$ cat src/hw/rtl/pfcr_pkg.sv
package pfcr_pkg;

	typedef enum logic [1:0] {
		ST_CLEAN = 2'd0,
		ST_FIXED = 2'd1,
		ST_BAD   = 2'd2
	} status_t;

	localparam int unsigned STREAM_W   = 56;
	localparam int unsigned TOTAL_W    = 32;
	localparam logic [2:0]  LAST_SIX   = 3'd5;
	localparam logic [2:0]  LAST_SEVEN = 3'd6;
	localparam logic [2:0]  LEFT_FULL  = 3'd7;

	typedef struct packed {
		logic [STREAM_W-1:0] stream;
		logic                seventh;
		status_t             status;
		logic [TOTAL_W-1:0]  detected;
		logic [TOTAL_W-1:0]  corrected;
		logic [TOTAL_W-1:0]  frames;
	} entry_t;

endpackage

$ cat src/hw/rtl/pfcr_front.sv
module pfcr_front #(
	parameter int COUNT_WIDTH = 32
) (
	input  logic            clk,
	input  logic            arst_n,
	input  logic            push,
	input  logic [63:0]     frame,
	output pfcr_pkg::entry_t entry
);

	logic [7:0]             bad_row;
	logic [7:0]             colx;
	logic [2:0]             row_idx;
	logic [2:0]             col_idx;
	logic [3:0]             row_cnt;
	logic [3:0]             col_cnt;
	logic                   fix;
	pfcr_pkg::status_t      status;
	logic [63:0]            corr;
	logic [48:0]            data;
	logic [pfcr_pkg::STREAM_W-1:0] wide;
	logic [2:0]             left_cnt_q;
	logic [6:0]             left_bits_q;
	logic [2:0]             left_cnt_nx;
	logic [6:0]             left_mask;
	logic [COUNT_WIDTH-1:0] det_q;
	logic [COUNT_WIDTH-1:0] cor_q;
	logic [COUNT_WIDTH-1:0] frm_q;
	logic [COUNT_WIDTH-1:0] det_nx;
	logic [COUNT_WIDTH-1:0] cor_nx;
	logic [COUNT_WIDTH-1:0] frm_nx;

	always_comb begin
		colx    = '0;
		row_idx = '0;
		col_idx = '0;
		for (int j = 0; j < 8; j++) begin
			bad_row[j] = ^frame[63-8*j -: 8];
			colx       = colx ^ frame[63-8*j -: 8];
		end
		for (int j = 0; j < 8; j++) begin
			if (bad_row[j]) begin
				row_idx = row_idx | 3'(j);
			end
			if (colx[j]) begin
				col_idx = col_idx | 3'(j);
			end
		end
		row_cnt = 4'($countones(bad_row));
		col_cnt = 4'($countones(colx));
		fix     = (row_cnt == 4'd1) && (col_cnt == 4'd1);
		if (fix) begin
			status = pfcr_pkg::ST_FIXED;
		end else if ((row_cnt == 4'd0) && (col_cnt == 4'd0)) begin
			status = pfcr_pkg::ST_CLEAN;
		end else begin
			status = pfcr_pkg::ST_BAD;
		end
		corr = frame ^ (fix ? (64'd1 << {3'd7 - row_idx, col_idx}) : 64'd0);
		for (int j = 0; j < 7; j++) begin
			data[48-7*j -: 7] = corr[63-8*j -: 7];
		end
		wide = {left_bits_q, data} << (3'd7 - left_cnt_q);
		left_cnt_nx = (left_cnt_q == pfcr_pkg::LEFT_FULL) ? 3'd0 : left_cnt_q + 3'd1;
		left_mask   = ~(7'h7f << left_cnt_nx);
		det_nx = (status != pfcr_pkg::ST_CLEAN && det_q != '1) ? det_q + 1'b1 : det_q;
		cor_nx = (status == pfcr_pkg::ST_FIXED && cor_q != '1) ? cor_q + 1'b1 : cor_q;
		frm_nx = (frm_q != '1) ? frm_q + 1'b1 : frm_q;
	end

	always_comb begin
		entry.stream    = wide;
		entry.seventh   = (left_cnt_q == pfcr_pkg::LEFT_FULL);
		entry.status    = status;
		entry.detected  = pfcr_pkg::TOTAL_W'(det_nx);
		entry.corrected = pfcr_pkg::TOTAL_W'(cor_nx);
		entry.frames    = pfcr_pkg::TOTAL_W'(frm_nx);
	end

	always_ff @(posedge clk or negedge arst_n) begin
		if (!arst_n) begin
			left_cnt_q  <= '0;
			left_bits_q <= '0;
			det_q       <= '0;
			cor_q       <= '0;
			frm_q       <= '0;
		end else if (push) begin
			left_cnt_q  <= left_cnt_nx;
			left_bits_q <= data[6:0] & left_mask;
			det_q       <= det_nx;
			cor_q       <= cor_nx;
			frm_q       <= frm_nx;
		end
	end

endmodule

$ cat src/hw/rtl/pfcr_queue.sv
module pfcr_queue (
	input  logic             clk,
	input  logic             arst_n,
	input  logic             push,
	input  pfcr_pkg::entry_t wr_entry,
	output logic             full,
	input  logic             pop,
	output logic             head_valid,
	output pfcr_pkg::entry_t head
);

	pfcr_pkg::entry_t slot_q [2];
	logic             wr_ptr_q;
	logic             rd_ptr_q;
	logic [1:0]       count_q;

	assign full       = (count_q == 2'd2);
	assign head_valid = (count_q != 2'd0);
	assign head       = slot_q[rd_ptr_q];

	always_ff @(posedge clk) begin
		if (push) begin
			slot_q[wr_ptr_q] <= wr_entry;
		end
	end

	always_ff @(posedge clk or negedge arst_n) begin
		if (!arst_n) begin
			wr_ptr_q <= 1'b0;
			rd_ptr_q <= 1'b0;
			count_q  <= 2'd0;
		end else begin
			if (push) begin
				wr_ptr_q <= ~wr_ptr_q;
			end
			if (pop) begin
				rd_ptr_q <= ~rd_ptr_q;
			end
			case ({push, pop})
				2'b10:   count_q <= count_q + 2'd1;
				2'b01:   count_q <= count_q - 2'd1;
				default: count_q <= count_q;
			endcase
		end
	end

endmodule

$ cat src/hw/rtl/pfcr_back.sv
module pfcr_back (
	input  logic             clk,
	input  logic             arst_n,
	input  logic             head_valid,
	input  pfcr_pkg::entry_t head,
	output logic             pop,
	output logic             byte_valid,
	input  logic             byte_stall,
	output logic [7:0]       out_byte,
	output logic [1:0]       frame_status,
	output logic             last_of_frame,
	output logic [31:0]      detected_total,
	output logic [31:0]      corrected_total,
	output logic [31:0]      frames_total
);

	logic [2:0]                    idx_q;
	logic                          load;
	logic                          last;
	logic [pfcr_pkg::STREAM_W-1:0] shifted;

	assign load    = head_valid && (!byte_valid || !byte_stall);
	assign last    = head.seventh ? (idx_q == pfcr_pkg::LAST_SEVEN)
	                              : (idx_q == pfcr_pkg::LAST_SIX);
	assign pop     = load && last;
	assign shifted = head.stream << {idx_q, 3'b000};

	always_ff @(posedge clk or negedge arst_n) begin
		if (!arst_n) begin
			idx_q      <= '0;
			byte_valid <= 1'b0;
		end else begin
			if (load) begin
				idx_q      <= last ? 3'd0 : idx_q + 3'd1;
				byte_valid <= 1'b1;
			end else if (!byte_stall) begin
				byte_valid <= 1'b0;
			end
		end
	end

	always_ff @(posedge clk) begin
		if (load) begin
			out_byte        <= shifted[pfcr_pkg::STREAM_W-1 -: 8];
			frame_status    <= head.status;
			last_of_frame   <= last;
			detected_total  <= head.detected;
			corrected_total <= head.corrected;
			frames_total    <= head.frames;
		end
	end

endmodule

$ cat src/hw/rtl/parity_frame_correct_and_repack.sv
// first byte of a word passes through a queue slot and then the registered byte output
// six bytes per word, seven on every eighth, one byte per cycle on the output while byte_stall is low
// the word rate is set by the single byte output
// the two-entry queue lets the input take words while bytes drain
// arst_n clears the queue, pack state, counters and output valid
module parity_frame_correct_and_repack #(
	parameter int COUNT_WIDTH = 32
) (
	input  logic        clk,
	input  logic        arst_n,
	input  logic        frame_valid,
	output logic        frame_stall,
	input  logic [63:0] frame,
	output logic        byte_valid,
	input  logic        byte_stall,
	output logic [7:0]  out_byte,
	output logic [1:0]  frame_status,
	output logic        last_of_frame,
	output logic [31:0] detected_total,
	output logic [31:0] corrected_total,
	output logic [31:0] frames_total
);

	pfcr_pkg::entry_t wr_entry;
	pfcr_pkg::entry_t head;
	logic             push;
	logic             full;
	logic             pop;
	logic             head_valid;

	assign frame_stall = full;
	assign push        = frame_valid && !full;

	pfcr_front #(
		.COUNT_WIDTH(COUNT_WIDTH)
	) u_front (
		.clk    (clk),
		.arst_n (arst_n),
		.push   (push),
		.frame  (frame),
		.entry  (wr_entry)
	);

	pfcr_queue u_queue (
		.clk        (clk),
		.arst_n     (arst_n),
		.push       (push),
		.wr_entry   (wr_entry),
		.full       (full),
		.pop        (pop),
		.head_valid (head_valid),
		.head       (head)
	);

	pfcr_back u_back (
		.clk             (clk),
		.arst_n          (arst_n),
		.head_valid      (head_valid),
		.head            (head),
		.pop             (pop),
		.byte_valid      (byte_valid),
		.byte_stall      (byte_stall),
		.out_byte        (out_byte),
		.frame_status    (frame_status),
		.last_of_frame   (last_of_frame),
		.detected_total  (detected_total),
		.corrected_total (corrected_total),
		.frames_total    (frames_total)
	);

endmodule

$ cat config.mk
export PLATFORM = sky130hd
export DESIGN_NAME = parity_frame_correct_and_repack
export DESIGN_NICKNAME = d
export VERILOG_FILES = /design/src/hw/rtl/pfcr_pkg.sv /design/src/hw/rtl/pfcr_front.sv /design/src/hw/rtl/pfcr_queue.sv /design/src/hw/rtl/pfcr_back.sv /design/src/hw/rtl/parity_frame_correct_and_repack.sv
export SDC_FILE = /design/constraint.sdc
export NUM_CORES = 1
export LEC_CHECK = 0
export ABC_AREA = 1
export ABC_CLOCK_PERIOD_IN_PS = 22300
export BUFFER_PORTS_ARGS = -buffer_cell sky130_fd_sc_hd__buf_2
export CAP_MARGIN = 10
export CORE_ASPECT_RATIO = 0.5
export CORE_MARGIN = 1
export CORE_UTILIZATION = 40
export DETAILED_ROUTE_END_ITERATION = 12
export PLACE_DENSITY = 0.61
export SLEW_MARGIN = 15
export SYNTH_ARGS = -nofsm -noshare
export SYNTH_HDL_FRONTEND = slang
export SYNTH_SLANG_ARGS = --single-unit
$ cat constraint.sdc
create_clock -name clk -period 22.3 [get_ports clk]
set_clock_uncertainty 0.15 [all_clocks]
set_input_delay 1.115 -clock clk [delete_from_list [all_inputs] [get_ports clk]]
set_output_delay 1.115 -clock clk [all_outputs]
set_load 0.01 [all_outputs]
Word level (Yosys, flattened, before mapping)
Memories as Yosys holds them, arrays and structs flattened.
Index checks and enable logic that the tools add are counted.

operators by class
  add/sub/neg operators = 23
  equality and inequality tests = 13
  shifts and indexed selects = 4
  reductions and logical operators = 24
  muxes and demuxes = 28
  bitwise operators = 12

operator list
  cell                                                                 count
  32-bit by 1-bit adder with 32-bit output (second input constant)     3
  32-bit 2-to-1 mux                                                    3
  32-bit != test (second input constant)                               3
  64-bit 2-to-1 mux                                                    1
  8-bit XOR reduction                                                  8
  1-bit by 6-bit << shifter with 64-bit output (first input constant)  1
  64-bit bitwise XOR                                                   1
  56-bit by 3-bit << shifter with 56-bit output                        1
  56-bit by 6-bit << shifter with 56-bit output                        1
  8-bit bitwise XOR                                                    7
  3-bit 2-to-1 mux                                                     10
  4-bit adder                                                          6
  1-bit by 1-bit adder with 2-bit output                               8
  2-bit 2-to-1 mux                                                     6
  3-bit == test (second input constant)                                3
  4-bit by 1-bit == test with 1-bit output (second input constant)     2
  4-bit logical NOT                                                    2
  7-bit bitwise AND                                                    1
  1-bit logical AND                                                    7
  1-bit 2-to-1 mux                                                     7
  7-bit inverter                                                       1
  7-bit by 3-bit << shifter with 7-bit output (first input constant)   1
  3-bit by 1-bit adder with 3-bit output (second input constant)       2
  2-bit nonzero test                                                   3
  other kinds (10)                                                     16

storage, ports and cells
  logic and storage cells = 121
  bits of input ports = 68
  register bits after elaboration = 221
  RAM bits = 310
  memories = 1
  output and inout bits = 109

memories
  memory          depth  bits a word  read ports  clocked after memory_dff  write ports  RTL line          RTL
  u_queue.slot_q  2      155          1           0                         1            pfcr_queue.sv:12  pfcr_pkg::entry_t slot_q [2];

Depth between registers and ports, before layout
  depth in word-level cells = 18
  mapped depth = 31
  mapped depth without buffers = 31

By module
From an unflattened synthesis, not the netlist that was laid out.

unflattened totals
  cell total of the unflattened synthesis = 3191
  area, all modules = 27989.3 µm²

by module, submodules not included
  module                           instances  sequential area each (µm²)  cells each  area each (µm²)
  pfcr_front                       1          2652.5                      2037        12075.3
  pfcr_queue                       1          9409.0                      833         11646.2
  pfcr_back                        1          3313.2                      319         4257.8
  parity_frame_correct_and_repack  1          0.0                         2           10.0

Least setup slack after synthesis
OpenSTA, ideal clock, no wires.

  path kind = input to register
  start = input port frame_valid
  end = memory u_queue.slot_q[0][0] (netlist name) (enable)
  arrival = 8.063 ns
  path slack = 13.415 ns
  stages on the path = 4
  setup time = 0.673 ns
  path buffers = 2
  required time = 21.477 ns
  path through = o21ai_0 -> clkbuf_1 -> clkbuf_1 -> nor2_1

on the way
  word-level cells in the longest chain between the ends = 3

RTL lines
  element                                 RTL line                               RTL
  from (decl)                             parity_frame_correct_and_repack.sv:11  input logic frame_valid,
  1-bit logical AND                       parity_frame_correct_and_repack.sv:32  assign push = frame_valid && !full;
  1-bit 2-to-1 mux                        pfcr_queue.sv:22                       if (push) begin
  1-bit 2-to-1 mux (not written as such)  pfcr_queue.sv:23                       slot_q[wr_ptr_q] <= wr_entry;
  to (decl)                               pfcr_queue.sv:12

No other way between the ends.

==> run summary <==
Max Slew Vio Count = 0
ANT cells = 0
Post-CTS Resized = 0
Initial Util = 40.5%
grt total ovfl = 0
Power, Total = 4.08 mW
Peak Freq = 134 MHz
M1 WL = 33500 um
CP max FO = 29
Syn Inst Count = 2961
max layer used = met4
Clock Root Buffer = clkbuf_16
synth unique cells = 50
worst skew pair latency = 580 ps
syn nets = 3060
HP Class = reg2reg
area of the multi-input gates = 0.0105 mm2
final worst path period share = 33.5%
Slew @ Worst Pin = 1070 ps
CTS tree = yes
CTS buffer count = 49
DIE HEIGHT = 186 um
Met2 Routed Length = 32500 um
Via-to-Cell Ratio = 5.13
synth-to-layout area growth = 12.1%
RSZ-0062 raised after global routing = no
Num Clock Sinks = 531
Post-Route WL = 70500 um
Yosys top cell by area = edfxtp_1
Required @ worst endpoint = 22460 ps
buffer depth of the longest clock path = 3
Die ar. = 0.0690 mm2
final hold slack = 337 ps
CP endpoint kind = flip-flop
Max Cap Viol = 0
vias post-DR = 20642
final worst slack = 14830 ps
I/O pin count = 177
outcome = complete, no violations
most common cell after layout, fill and taps aside = nand2_1
Final Hold Viols = 0
detailed-router iteration count before antenna repair = 5
Yosys top cell area share = 46.1%
register area share after synthesis = 56.6%
critical path startpoint category = primary input
core area = 0.0671 mm2
Finished Core Util = 45.4%
share of cells above drive strength 1 = 11.0%
Worst VDD drop = 0.0816 mV
Ys Warns = 0
final setup fails = 0
DRC violations left = 0
FILL cells = 6445
crit path kind = in2reg
initial antenna violation count = 2
largest net degree at the start of global routing = 114
Power Density = 134 mW/mm2
minimum clock period = 7470 ps
vias in the first global route = 19325
ANT nets after route = 0
FF/Latch Area = 0.0154 mm2
first-pass GRT wire length = 109000 um
DRT iter0 DRCs = 1781
Post-DP HPWL = 49600 um
Worst R2R Path Depth = 11
total setup buffers inserted after CTS = 0
flop and latch count out of synthesis = 531
RD Place Congestion = 0.928
P_leak = 12.7 nW
Slew headroom = 28.5%
post-cts hold buffer count = 0
crit path DAT = 7630 ps
area of the mapped netlist = 0.0271 mm2
R2R Setup Slk = 18580 ps
commonest non-fill, non-tap cells in the layout = nand2_1 (981), edfxtp_1 (417), nand3_1 (325), inv_1 (202), buf_2 (175)
gr usage total = 20.2%
Hold Path Stages = 1
DR WL/cell = 17.5 um
Die X = 370 um
routed wl met3 = 3160 um
Placement Setup Slack = 14270 ps
Rows = 67
Worst-path clk slew = 70 ps
Buffers on Ports = 176
Layout Nets = 3185
Setup TNS = 0 ps
htree depth = 2
syn_area_per_cell = 9.17 um2
synth top area cells = edfxtp_1 (46%), nand2_1 (14%), dfrtp_1 (11%)
-- worst paths after layout --
| path | to | start |
|---|---|---|
| setup reg to reg | u_queue.count_q[1]$_DFFE_PN0P_ | u_queue.rd_ptr_q$_DFFE_PN0P_ |
| min in group asynchronous | u_back.idx_q[0]$_DFFE_PN0P_ | arst_n |
| max in group asynchronous | u_front.cor_q[5]$_DFFE_PN0P_ | arst_n |
| hold / removal | u_front.left_bits_q[6]$_DFFE_PN0P_ | u_front.left_bits_q[6]$_DFFE_PN0P_ |
| hold reg to reg | u_front.left_bits_q[6]$_DFFE_PN0P_ | u_front.left_bits_q[6]$_DFFE_PN0P_ |
| setup / recovery | u_queue.slot_q[0][104]$_DFFE_PP_ | frame[58] |
-- layer usage --
metal / track usage (%) / up-vias
met5: 0 / -
met4: 4.93 / 0
met3: 2.24 / 90
met2: 33.0 / 481
met1: 29.0 / 9900
li1: - / 10171
-- area by class of cell --
type	instances	share of cell area, %
Clock buffer	73	4.70
Clock inverter	16	0.526
Inverter	217	2.70
Multi-Input combinational cell	2093	34.5
Sequential cell	531	50.6
Tap cell	897	3.69
Timing Repair Buffer	194	3.35
-- stage by stage --
step,std cells,instance area (um2)
3_5_place_dp,3932,28800
2_1_floorplan,2961,27100
4_1_cts,4021,30400
3_3_place_gp,3932,28800
6_report,4021,30400
5_1_grt,4021,30400
-- critical path: stages --
cell	delay [ps]
buf_2	130
xnor2_1	180
xor2_1	180
xor2_1	180
xor2_1	220
xor2_1	190
xor2_1	200
xor2_1	230
inv_1	70
ha_1	280
inv_1	50
fa_1	380
fa_1	510
inv_1	40
ha_1	190
fa_1	440
nor3_1	130
nand3_1	150
nor4_4	620
o21ai_1	210
inv_1	720
nand2_1	320
o21ai_0	330
nand3_1	140
nand3_1	130
nand2_1	110
nand2_1	80
o21ai_1	80
-- state kept, by name (all words and copies together) (netlist names), 2 cells and up --
| register | flops |
|---|---|
| u_back.frames_total | 32 |
| u_queue.count_q | 2 |
| u_back.idx_q | 3 |
| u_front.cor_q | 32 |
| u_front.frm_q | 32 |
| u_back.corrected_total | 32 |
| u_back.frame_status | 2 |
| u_queue.slot_q | 310 |
| u_front.det_q | 32 |
| u_front.left_cnt_q | 3 |
| u_back.out_byte | 8 |
| u_front.left_bits_q | 7 |
| u_back.detected_total | 32 |
-- cell usage after synthesis (all sizes together) --
cell	n
nand2	986
fa	8
o211ai	4
a21oi	7
clkbuf	71
a31oi	1
o221ai	9
o21ai	194
o21a	1
a2111oi	2
nor3	47
edfxtp	417
ha	23
nand3b	8
o22ai	14
or2	8
xor2	119
nor3b	1
inv	217
nand4	56
o21bai	2
a32o	1
xnor2	51
a31o	2
dfrtp	114
nand3	335
buf	49
nor2	191
nor4	23
-- kinds of logic (layout without fill, tap and decap cells) --
kind of cell,count (synthesis),in the layout,share of synthesized area (%)
compound gates,237,237,4.74
xor+xnor,170,170,5.51
fa+ha+maj,31,31,1.65
buf+inv,337,500,4.82
flops,531,531,56.6
simple gates,1655,1655,26.6
-- power breakdown --
part	internal (mW)	switching, mW
Sequential	1.58	0.144
Clock	0.478	0.362
Combinational	0.420	1.09
No activity file was read; power rests on OpenSTA's default activity.
